### config.mk
export PLATFORM = sky130hd
export DESIGN_NAME = c_style_byte_escaper_flat
export DESIGN_NICKNAME = d
export VERILOG_FILES = /design/src/rtl/cse_pkg.sv /design/src/rtl/cse_ifs.sv /design/src/rtl/cse_front.sv /design/src/rtl/cse_queue.sv /design/src/rtl/cse_back.sv /design/src/rtl/c_style_byte_escaper.sv /design/src/flat_wrapper.sv
export SDC_FILE = /design/constraint.sdc
export NUM_CORES = 1
export LEC_CHECK = 0
export BUFFER_PORTS_ARGS = -buffer_cell sky130_fd_sc_hd__clkbuf_2
export CAP_MARGIN = 20
export CORE_MARGIN = 2
export CORE_UTILIZATION = 25
export CTS_BUF_LIST = sky130_fd_sc_hd__clkbuf_16
export CTS_CLUSTER_SIZE = 28
export DETAILED_ROUTE_END_ITERATION = 8
export GPL_ROUTABILITY_DRIVEN = 0
export RECOVER_POWER = 100
export SLEW_MARGIN = 5
export SYNTH_ARGS = -nofsm -noshare
export SYNTH_HDL_FRONTEND = slang
export SYNTH_HIERARCHICAL = 1
export SYNTH_SLANG_ARGS = --single-unit
### constraint.sdc
create_clock -name clk -period 8.2 [get_ports clk]
set_input_delay 1.23 -clock clk [delete_from_list [all_inputs] [get_ports clk]]
set_output_delay 1.23 -clock clk [all_outputs]
set_load 0.005 [all_outputs]
### src/rtl/cse_pkg.sv
// ----------------------------------------------------------------------------
// cse_pkg - C-style byte escaper shared definitions
// Character codes, register indexes, the escape record that moves from the
// classifier to the emitter, and small helper functions.
// ----------------------------------------------------------------------------
`default_nettype none

package cse_pkg;

  localparam int unsigned QUEUE_DEPTH = 2;
  localparam int unsigned CFG_IDX_W   = 4;
  localparam int unsigned CFG_DATA_W  = 8;

  typedef enum logic [CFG_IDX_W-1:0] {
    REG_PASS_HIGH   = 4'd0,
    REG_QUOTE_MATCH = 4'd1
  } cse_reg_t;

  localparam logic [7:0] CH_NL     = 8'h0a;
  localparam logic [7:0] CH_CR     = 8'h0d;
  localparam logic [7:0] CH_TAB    = 8'h09;
  localparam logic [7:0] CH_BSLASH = 8'h5c;
  localparam logic [7:0] CH_DQUOTE = 8'h22;
  localparam logic [7:0] CH_SQUOTE = 8'h27;
  localparam logic [7:0] CH_BTICK  = 8'h60;
  localparam logic [7:0] CH_N      = 8'h6e;
  localparam logic [7:0] CH_R      = 8'h72;
  localparam logic [7:0] CH_T      = 8'h74;
  localparam logic [7:0] CH_X      = 8'h78;
  localparam logic [7:0] PRINT_LO  = 8'h20;
  localparam logic [7:0] PRINT_HI  = 8'h7e;
  localparam logic [7:0] DIGIT_0   = 8'h30;
  localparam logic [7:0] DIGIT_9   = 8'h39;
  localparam logic [7:0] LOWER_A   = 8'h61;
  localparam logic [7:0] LOWER_F   = 8'h66;
  localparam logic [7:0] UPPER_A   = 8'h41;
  localparam logic [7:0] UPPER_F   = 8'h46;
  localparam logic [7:0] ALPHA_OFS = 8'h57;

  typedef struct packed {
    logic [3:0][7:0] bytes;
    logic [1:0]      last_idx;
  } cse_op_t;

  typedef struct packed {
    logic    valid;
    cse_op_t op;
  } cse_push_t;

  function automatic logic [7:0] nib_to_ascii(input logic [3:0] nib);
    logic [7:0] wide;
    wide = {4'h0, nib};
    return (nib < 4'd10) ? (DIGIT_0 + wide) : (ALPHA_OFS + wide);
  endfunction

  function automatic logic is_hex_digit(input logic [7:0] c);
    return (c >= DIGIT_0 && c <= DIGIT_9) || (c >= LOWER_A && c <= LOWER_F) ||
           (c >= UPPER_A && c <= UPPER_F);
  endfunction

endpackage

`default_nettype wire

### src/rtl/cse_ifs.sv
// ----------------------------------------------------------------------------
// cse_ifs - C-style byte escaper channel interfaces
// Source bytes in, escaped bytes out, and the register write channel.
// ----------------------------------------------------------------------------
`default_nettype none

interface cse_in_if;
  logic       valid;
  logic       ready;
  logic [7:0] src_byte;
  logic       end_of_string;

  modport source (output valid, output src_byte, output end_of_string, input ready);
  modport sink   (input valid, input src_byte, input end_of_string, output ready);
endinterface

interface cse_out_if;
  logic       valid;
  logic       ready;
  logic [7:0] out_byte;
  logic       last_of_run;

  modport source (output valid, output out_byte, output last_of_run, input ready);
  modport sink   (input valid, input out_byte, input last_of_run, output ready);
endinterface

interface cse_cfg_if;
  logic                          valid;
  logic                          ready;
  logic [cse_pkg::CFG_IDX_W-1:0]  index;
  logic [cse_pkg::CFG_DATA_W-1:0] data;

  modport source (output valid, output index, output data, input ready);
  modport sink   (input valid, input index, input data, output ready);
endinterface

`default_nettype wire

### src/rtl/cse_front.sv
// ----------------------------------------------------------------------------
// cse_front - classifier
// Holds the registers and the hex flag, accepts source bytes and turns each
// into an escape record of one to four bytes for the queue.
// ----------------------------------------------------------------------------
`default_nettype none

module cse_front (
  input  logic              clk,
  input  logic              rst_n,
  cse_in_if.sink            in_ch,
  cse_cfg_if.sink           cfg_ch,
  output cse_pkg::cse_push_t push,
  input  logic              push_ready,
  output logic              hex_flag
);
  import cse_pkg::*;

  logic       pass_high_r;
  logic [7:0] quote_match_r;
  logic       prev_was_hex_r;
  logic       prev_was_hex_nxt;
  logic [7:0] c;
  logic       quote_hit;
  logic       printable;
  logic       hex_now;
  logic       accept;
  cse_op_t    op;

  assign c         = in_ch.src_byte;
  assign quote_hit = (quote_match_r == 8'h00) || (c == quote_match_r);
  assign printable = (c >= PRINT_LO) && (c <= PRINT_HI);
  assign accept    = in_ch.valid && push_ready;

  always_comb begin
    op       = '0;
    hex_now  = 1'b0;
    unique case (c)
      CH_NL: begin
        op.bytes[0] = CH_BSLASH; op.bytes[1] = CH_N;      op.last_idx = 2'd1;
      end
      CH_CR: begin
        op.bytes[0] = CH_BSLASH; op.bytes[1] = CH_R;      op.last_idx = 2'd1;
      end
      CH_TAB: begin
        op.bytes[0] = CH_BSLASH; op.bytes[1] = CH_T;      op.last_idx = 2'd1;
      end
      CH_BSLASH: begin
        op.bytes[0] = CH_BSLASH; op.bytes[1] = CH_BSLASH; op.last_idx = 2'd1;
      end
      CH_DQUOTE, CH_SQUOTE, CH_BTICK: begin
        if (quote_hit) begin
          op.bytes[0] = CH_BSLASH; op.bytes[1] = c; op.last_idx = 2'd1;
        end else begin
          op.bytes[0] = c; op.last_idx = 2'd0;
        end
      end
      default: begin
        if ((!pass_high_r || !c[7]) &&
            (!printable || (prev_was_hex_r && is_hex_digit(c)))) begin
          op.bytes[0] = CH_BSLASH;
          op.bytes[1] = CH_X;
          op.bytes[2] = nib_to_ascii(c[7:4]);
          op.bytes[3] = nib_to_ascii(c[3:0]);
          op.last_idx = 2'd3;
          hex_now     = 1'b1;
        end else begin
          op.bytes[0] = c;
          op.last_idx = 2'd0;
        end
      end
    endcase
  end

  assign prev_was_hex_nxt = accept ? (hex_now && !in_ch.end_of_string) : prev_was_hex_r;

  always_ff @(posedge clk) begin
    if (!rst_n) begin
      pass_high_r    <= 1'b1;
      quote_match_r  <= 8'h00;
      prev_was_hex_r <= 1'b0;
    end else begin
      prev_was_hex_r <= prev_was_hex_nxt;
      if (cfg_ch.valid) begin
        priority if (cfg_ch.index == REG_PASS_HIGH) begin
          pass_high_r <= cfg_ch.data[0];
        end else if (cfg_ch.index == REG_QUOTE_MATCH) begin
          quote_match_r <= cfg_ch.data;
        end else begin
          pass_high_r <= pass_high_r;
        end
      end
    end
  end

  assign cfg_ch.ready = 1'b1;
  assign in_ch.ready  = push_ready;
  assign push.valid   = in_ch.valid;
  assign push.op      = op;
  assign hex_flag     = prev_was_hex_r;

endmodule

`default_nettype wire

### src/rtl/cse_queue.sv
// ----------------------------------------------------------------------------
// cse_queue - escape record queue
// Small register FIFO between classifier and emitter.
// ----------------------------------------------------------------------------
`default_nettype none

module cse_queue #(
  parameter int unsigned DEPTH = cse_pkg::QUEUE_DEPTH
) (
  input  logic               clk,
  input  logic               rst_n,
  input  cse_pkg::cse_push_t push,
  output logic               push_ready,
  output logic               pop_valid,
  output cse_pkg::cse_op_t   pop_op,
  input  logic               pop_ready
);
  import cse_pkg::*;

  localparam int unsigned PTR_W = (DEPTH > 1) ? $clog2(DEPTH) : 1;
  localparam int unsigned CNT_W = $clog2(DEPTH + 1);
  localparam logic [PTR_W-1:0] PTR_LAST = PTR_W'(DEPTH - 1);
  localparam logic [CNT_W-1:0] CNT_FULL = CNT_W'(DEPTH);

  cse_op_t          entries_r [DEPTH];
  logic [PTR_W-1:0] wr_ptr_r;
  logic [PTR_W-1:0] wr_ptr_nxt;
  logic [PTR_W-1:0] rd_ptr_r;
  logic [PTR_W-1:0] rd_ptr_nxt;
  logic [CNT_W-1:0] count_r;
  logic [CNT_W-1:0] count_nxt;
  logic             do_push;
  logic             do_pop;

  assign push_ready = (count_r != CNT_FULL);
  assign pop_valid  = (count_r != '0);
  assign pop_op     = entries_r[rd_ptr_r];
  assign do_push    = push.valid && push_ready;
  assign do_pop     = pop_valid && pop_ready;

  always_comb begin
    wr_ptr_nxt = wr_ptr_r;
    rd_ptr_nxt = rd_ptr_r;
    count_nxt  = count_r;
    if (do_push) begin
      wr_ptr_nxt = (wr_ptr_r == PTR_LAST) ? '0 : wr_ptr_r + 1'b1;
    end
    if (do_pop) begin
      rd_ptr_nxt = (rd_ptr_r == PTR_LAST) ? '0 : rd_ptr_r + 1'b1;
    end
    if (do_push && !do_pop) begin
      count_nxt = count_r + 1'b1;
    end else if (do_pop && !do_push) begin
      count_nxt = count_r - 1'b1;
    end
  end

  always_ff @(posedge clk) begin
    if (!rst_n) begin
      wr_ptr_r <= '0;
      rd_ptr_r <= '0;
      count_r  <= '0;
    end else begin
      wr_ptr_r <= wr_ptr_nxt;
      rd_ptr_r <= rd_ptr_nxt;
      count_r  <= count_nxt;
    end
  end

  always_ff @(posedge clk) begin
    if (do_push) begin
      entries_r[wr_ptr_r] <= push.op;
    end
  end

endmodule

`default_nettype wire

### src/rtl/cse_back.sv
// ----------------------------------------------------------------------------
// cse_back - emitter
// Takes escape records from the queue and sends their bytes one per transfer.
// ----------------------------------------------------------------------------
`default_nettype none

module cse_back (
  input  logic             clk,
  input  logic             rst_n,
  input  logic             pop_valid,
  input  cse_pkg::cse_op_t pop_op,
  output logic             pop_ready,
  cse_out_if.source        out_ch
);
  import cse_pkg::*;

  cse_op_t    cur_r;
  logic [1:0] idx_r;
  logic [1:0] idx_nxt;
  logic       busy_r;
  logic       busy_nxt;
  logic       at_last;
  logic       xfer;

  assign at_last   = (idx_r == cur_r.last_idx);
  assign xfer      = busy_r && out_ch.ready;
  assign pop_ready = !busy_r || (xfer && at_last);

  always_comb begin
    idx_nxt  = idx_r;
    busy_nxt = busy_r;
    if (pop_valid && pop_ready) begin
      idx_nxt  = 2'd0;
      busy_nxt = 1'b1;
    end else if (xfer && at_last) begin
      busy_nxt = 1'b0;
    end else if (xfer) begin
      idx_nxt = idx_r + 2'd1;
    end
  end

  always_ff @(posedge clk) begin
    if (!rst_n) begin
      busy_r <= 1'b0;
      idx_r  <= 2'd0;
    end else begin
      busy_r <= busy_nxt;
      idx_r  <= idx_nxt;
    end
  end

  always_ff @(posedge clk) begin
    if (pop_valid && pop_ready) begin
      cur_r <= pop_op;
    end
  end

  assign out_ch.valid       = busy_r;
  assign out_ch.out_byte    = cur_r.bytes[idx_r];
  assign out_ch.last_of_run = at_last;

endmodule

`default_nettype wire

### src/rtl/c_style_byte_escaper.sv
// ----------------------------------------------------------------------------
// c_style_byte_escaper - C-style byte escaper, top level
//
//   channel  | dir | payload                          | transfer
//   ---------+-----+----------------------------------+---------------------
//   in_ch    | in  | src_byte[7:0], end_of_string     | valid & ready
//   out_ch   | out | out_byte[7:0], last_of_run       | valid & ready
//   cfg_ch   | in  | index[3:0], data[7:0]            | valid & ready (ready=1)
//
// Each source byte is classified in the cycle it is taken and becomes one to
// four output bytes, four for a hex escape; the output channel moves one byte
// per cycle while out_ch.ready is high and a record is waiting.
// Up to QUEUE_DEPTH escape records sit between classifier and emitter, so
// input keeps flowing while the output stalls until the queue is full.
// Reset (rst_n low, synchronous) empties the queue, clears the hex flag,
// turns high-byte pass-through on and loads quote_match = 0.
// ----------------------------------------------------------------------------
`default_nettype none

module c_style_byte_escaper #(
  parameter int unsigned QUEUE_DEPTH = cse_pkg::QUEUE_DEPTH
) (
  input  logic      clk,
  input  logic      rst_n,
  cse_in_if.sink    in_ch,
  cse_out_if.source out_ch,
  cse_cfg_if.sink   cfg_ch
);
  import cse_pkg::*;

  cse_push_t push;
  logic      push_ready;
  logic      pop_valid;
  cse_op_t   pop_op;
  logic      pop_ready;
  logic      hex_flag;

  cse_front u_front (
    .clk        (clk),
    .rst_n      (rst_n),
    .in_ch      (in_ch),
    .cfg_ch     (cfg_ch),
    .push       (push),
    .push_ready (push_ready),
    .hex_flag   (hex_flag)
  );

  cse_queue #(
    .DEPTH (QUEUE_DEPTH)
  ) u_queue (
    .clk        (clk),
    .rst_n      (rst_n),
    .push       (push),
    .push_ready (push_ready),
    .pop_valid  (pop_valid),
    .pop_op     (pop_op),
    .pop_ready  (pop_ready)
  );

  cse_back u_back (
    .clk       (clk),
    .rst_n     (rst_n),
    .pop_valid (pop_valid),
    .pop_op    (pop_op),
    .pop_ready (pop_ready),
    .out_ch    (out_ch)
  );

`ifndef SYNTHESIS
  a_eos_clears_hex: assert property (@(posedge clk) disable iff (!rst_n)
    (in_ch.valid && in_ch.ready && in_ch.end_of_string) |=> !hex_flag)
    else $error("hex flag survived end of string");

  a_full_not_empty: assert property (@(posedge clk) disable iff (!rst_n)
    !in_ch.ready |-> pop_valid)
    else $error("input stalled with empty queue");

  a_lead_bytes: assert property (@(posedge clk) disable iff (!rst_n)
    (out_ch.valid && !out_ch.last_of_run) |->
      (out_ch.out_byte == CH_BSLASH || out_ch.out_byte == CH_X ||
       (out_ch.out_byte >= DIGIT_0 && out_ch.out_byte <= DIGIT_9) ||
       (out_ch.out_byte >= LOWER_A && out_ch.out_byte <= LOWER_F)))
    else $error("unexpected leading escape byte");
`endif

endmodule

`default_nettype wire
### src/flat_wrapper.sv
// flat-port wrapper written by rule: the top's interface ports become plain ports
module c_style_byte_escaper_flat import cse_pkg::*;
#(
  parameter int unsigned QUEUE_DEPTH = cse_pkg::QUEUE_DEPTH
)
  (clk, rst_n, in_ch_valid, in_ch_src_byte, in_ch_end_of_string, in_ch_ready, out_ch_valid, out_ch_out_byte, out_ch_last_of_run, out_ch_ready, cfg_ch_valid, cfg_ch_index, cfg_ch_data, cfg_ch_ready);
  cse_in_if in_ch_i ();
  cse_out_if out_ch_i ();
  cse_cfg_if cfg_ch_i ();
  input  logic clk;
  input  logic rst_n;
  input wire logic [$bits(in_ch_i.valid)-1:0] in_ch_valid;
  input wire logic [$bits(in_ch_i.src_byte)-1:0] in_ch_src_byte;
  input wire logic [$bits(in_ch_i.end_of_string)-1:0] in_ch_end_of_string;
  output wire logic [$bits(in_ch_i.ready)-1:0] in_ch_ready;
  output wire logic [$bits(out_ch_i.valid)-1:0] out_ch_valid;
  output wire logic [$bits(out_ch_i.out_byte)-1:0] out_ch_out_byte;
  output wire logic [$bits(out_ch_i.last_of_run)-1:0] out_ch_last_of_run;
  input wire logic [$bits(out_ch_i.ready)-1:0] out_ch_ready;
  input wire logic [$bits(cfg_ch_i.valid)-1:0] cfg_ch_valid;
  input wire logic [$bits(cfg_ch_i.index)-1:0] cfg_ch_index;
  input wire logic [$bits(cfg_ch_i.data)-1:0] cfg_ch_data;
  output wire logic [$bits(cfg_ch_i.ready)-1:0] cfg_ch_ready;
  assign in_ch_i.valid = in_ch_valid;
  assign in_ch_i.src_byte = in_ch_src_byte;
  assign in_ch_i.end_of_string = in_ch_end_of_string;
  assign in_ch_ready = in_ch_i.ready;
  assign out_ch_valid = out_ch_i.valid;
  assign out_ch_out_byte = out_ch_i.out_byte;
  assign out_ch_last_of_run = out_ch_i.last_of_run;
  assign out_ch_i.ready = out_ch_ready;
  assign cfg_ch_i.valid = cfg_ch_valid;
  assign cfg_ch_i.index = cfg_ch_index;
  assign cfg_ch_i.data = cfg_ch_data;
  assign cfg_ch_ready = cfg_ch_i.ready;
  c_style_byte_escaper #(.QUEUE_DEPTH(QUEUE_DEPTH)) u_core (.clk(clk), .rst_n(rst_n), .in_ch(in_ch_i), .out_ch(out_ch_i), .cfg_ch(cfg_ch_i));
endmodule
==> reports/results.txt <==
Gate power share: 17.1%
CP Capture Type: flop
CP Depth: 6
Number of synthesized flops with an enable pin: 102
Register share of total power: 46.4%
Synth Area per Inst: 14.26 um^2
Htree depth: 4
DR WL/cell: 15.59 um
Nets: 461
Longest Clk Path Bufs: 2
Int Pwr: 1.473 mW
Ports: 38
Crit path capture: u_core/u_queue/entries_r[0][16]$_DFFE_PP_
Power per cell area: 304.6 nW/um^2
Crit-path max FO: 20
Share of cells above drive strength 1: 22.02%
Tcrit/Tclk final: 47.14%
Initial core utilization: 25.44%
Setup TNS Final: 0 ns
Vias in the first global route: 3394
Total gr overflow: 0
Die area: 23340 um^2
Final Hold Violating Endpoints: 0
Routed vias: 3218
Cts bufs inserted: 17
Switching Share: 25.65%
HP Class: flop to flop
PostCTS Resize Cnt: 0
Clock-pin slew on the worst setup and hold paths: 0.05 ns
Critical path's top delay family: compound AO/OA/AOI/OAI gates
Cells after Synth: 388
Final Cell Area: 6504 um^2
Setup slack, reg-to-reg: 4.65 ns
First-pass GRT wire length: 18290 um
Std cell rows: 54
DRC Markers: 0
Postcts setup bufs: 0
Critical path required time: 8.28 ns
CTS Hold Bufs: 0
Max Clock Skew: 0.004236 ns
Leak pwr: 2.266 nW
WP data arrival: 3.95 ns
Crit path cell chain: clkbuf_1 > inv_1 > o32ai_1 > nor3_1 > nand3_1 > o211ai_1
Die Span Y: 152.8 um
Number of diodes: 0
Max-slew violation count: 140
Largest net degree at the start of global routing: 35
Detail Route Antenna Nets: 0
WP buf/inv: 2
FF-to-FF path depth: 4
# port buffers: 36
Post-layout min period: 3.866 ns
Ys async rst share: 0%
Failing checks: capacitance limit, slew limit
Sw power: 508.1 uW
CP max stage delay: 0.82 ns
Setup WS post-layout: 4.334 ns
Critical path class: input pin to flop
Drt total wl: 11170 um
Gr usage total: 10.01%
Max-slew headroom: -41.59%
CP max stage cell: o32ai_1
Unrepaired setup endpoints after global routing: no
CTS tree: built
Storage element area: 3423 um^2
Status: complete, but fails checks
Via-per-instance ratio: 4.494
Setup violators final: 0
DRT iter0 DRCs: 192
DR pass1 iterations: 4
F_max: 258.7 MHz
Netlist cell types: 67
Multi-input gate area: 1922 um^2
Placement Setup Slack: 4.038 ns
RR Endpoint: u_core/u_back/cur_r[3]$_DFFE_PP_
Post-placement cell count: 685
Crit path from: in_ch_src_byte[6]
Part of the power in the clock network: 36.5%
Die Span X: 152.8 um
Final Instance Count excl. Fillers: 716
Syn-to-layout area delta: 17.52%
Max-Cap Viols: 4
Post-place instance area: 5969 um^2
Root buf cell: clkbuf_16
Placeable Area: 21760 um^2
Kind of start point of the critical path: input pin
Reg2reg start: u_core/u_back/idx_r[0]$_SDFFE_PP0P_
Yosys reg bits: 120
Worst skew pair latency: 0.40 ns
Mapped Area: 5534 um^2
Synth warn: 6
Top FF cell, synth: edfxtp_1
Fillers: 2196
Share of the yosys chip area belonging to registers: 61.86%
Post-DP HPWL: 7481 um
Max IR drop VDD: 0.1087 mV
Initial antenna violation count: 0
CTS sink cnt: 120
Least-Margin Pin Slew: 2.124 ns
[layer usage]
layer  up-vias  global-route usage (%)  wire length, um
met2        96                   16.12             5574
li1       1546                       -                -
met4         0                   3.351              105
met5         -                       0                0
met3         6                   3.328              678
met1      1570                   12.70             4807
[synth_stat cells (4+ instances only)]
master    number  area share [%]
edfxtp_1     102              55
o211ai_1       6            0.81
nand3_1        6            0.54
buf_4          8             1.1
nor2b_1       12             1.4
nor2_1        10            0.68
o21ai_0        8            0.72
dfxtp_1       18             6.5
a21oi_1       13             1.2
nand3b_1       4            0.54
nand4_1        4            0.45
inv_1         13            0.88
mux2_2        34             6.9
nand2_1       16             1.1
mux4_2         8             3.3
xnor2_1       12             1.9
clkbuf_1      10            0.68
buf_2          5            0.45
mux2i_1       10             1.8
ha_1          11             2.5
and2_1         7            0.79
nor3_1         6            0.54
[kinds of logic (layout without fill, tap and decap cells)]
| logic type | count (synthesis) | after routing | share of synthesized area (%) |
|---|---|---|---|
| xor+xnor | 15 | 15 | 2.374 |
| mux | 52 | 52 | 11.98 |
| buf+inv | 37 | 83 | 3.165 |
| compound gates | 60 | 60 | 8.185 |
| flops | 120 | 120 | 61.86 |
| fa+ha+maj | 11 | 11 | 2.487 |
| simple gates | 91 | 91 | 9.813 |
| other cells | 2 | 4 | 0.1357 |
[flip-flops by register name, indices dropped and copies added (netlist names), named ones only]
name and flops:
u_core/u_queue/entries_r 68, u_core/u_back/cur_r 34, u_core/u_front/quote_match_r 8, u_core/u_back/idx_r 2
u_core/u_queue/count_r 2, u_core/u_back/out_ch.valid 1, u_core/u_front/hex_flag 1, u_core/u_front/pass_high_r 1
u_core/u_queue/rd_ptr_r 1, u_core/u_queue/wr_ptr_r 1
[power groups by stage]
stage / registers [mW] / logic [mW] / clock network, mW
after global routing: 0.936 / 0.379 / 0.771
after global placement: 0.920 / 0.349 / 0
final: 0.920 / 0.339 / 0.723
after floorplan: 0.886 / 0.276 / 0
after CTS: 0.917 / 0.364 / 0.739
after detailed placement: 0.929 / 0.362 / 0
[cell usage in the layout (no fill, tap or decap), types with 11 or more instances in the layout]
master,instances
edfxtp_1,102
mux2_2,32
clkbuf_2,22
dfxtp_1,18
clkbuf_16,17
clkbuf_1,17
nand2_1,16
inv_1,14
a21oi_1,13
nor2b_1,12
xnor2_1,12
ha_1,11
[worst min-delay path by stage]
stage | endpoint | slack, ns | startpoint | cells after the start
after floorplan | u_core/u_front/hex_flag$_SDFFE_PN0P_ | 0.47 | u_core/u_front/hex_flag$_SDFFE_PN0P_ | 2
after global placement | u_core/u_front/hex_flag$_SDFFE_PN0P_ | 0.49 | u_core/u_front/hex_flag$_SDFFE_PN0P_ | 2
after detailed placement | u_core/u_front/hex_flag$_SDFFE_PN0P_ | 0.52 | u_core/u_front/hex_flag$_SDFFE_PN0P_ | 2
after CTS | u_core/u_front/hex_flag$_SDFFE_PN0P_ | 0.53 | u_core/u_front/hex_flag$_SDFFE_PN0P_ | 2
after global routing | u_core/u_front/hex_flag$_SDFFE_PN0P_ | 0.55 | u_core/u_front/hex_flag$_SDFFE_PN0P_ | 2
final | u_core/u_front/hex_flag$_SDFFE_PN0P_ | 0.53 | u_core/u_front/hex_flag$_SDFFE_PN0P_ | 2
[worst reg2reg max path, cell delays in order (launching register included)]
cell,delay (ns)
dfxtp_1,0.84
xor2_1,0.22
o31ai_1,0.49
and2_0,0.19
clkbuf_1,1.38
[stage by stage]
stage	hold slack (ns)	total power [mW]	util (%)
final	0.5278	1.981	29.89
after global routing	0.5476	2.087	29.89
after CTS	0.5312	2.020	30.13
after detailed placement	0.5236	1.290	27.44
after global placement	0.4937	1.269	27.44
after floorplan	0.4731	1.162	-
[final cells by class]
cell class                      count  area share (%)
Tap cell                          280           5.387
Multi-Input combinational cell    233           29.55
Clock buffer                       17           6.541
Timing Repair Buffer               39           2.674
Inverter                           13          0.7503
Sequential cell                   120           52.64
Clock inverter                     14           2.462
(Power assumes the default switching activity.)
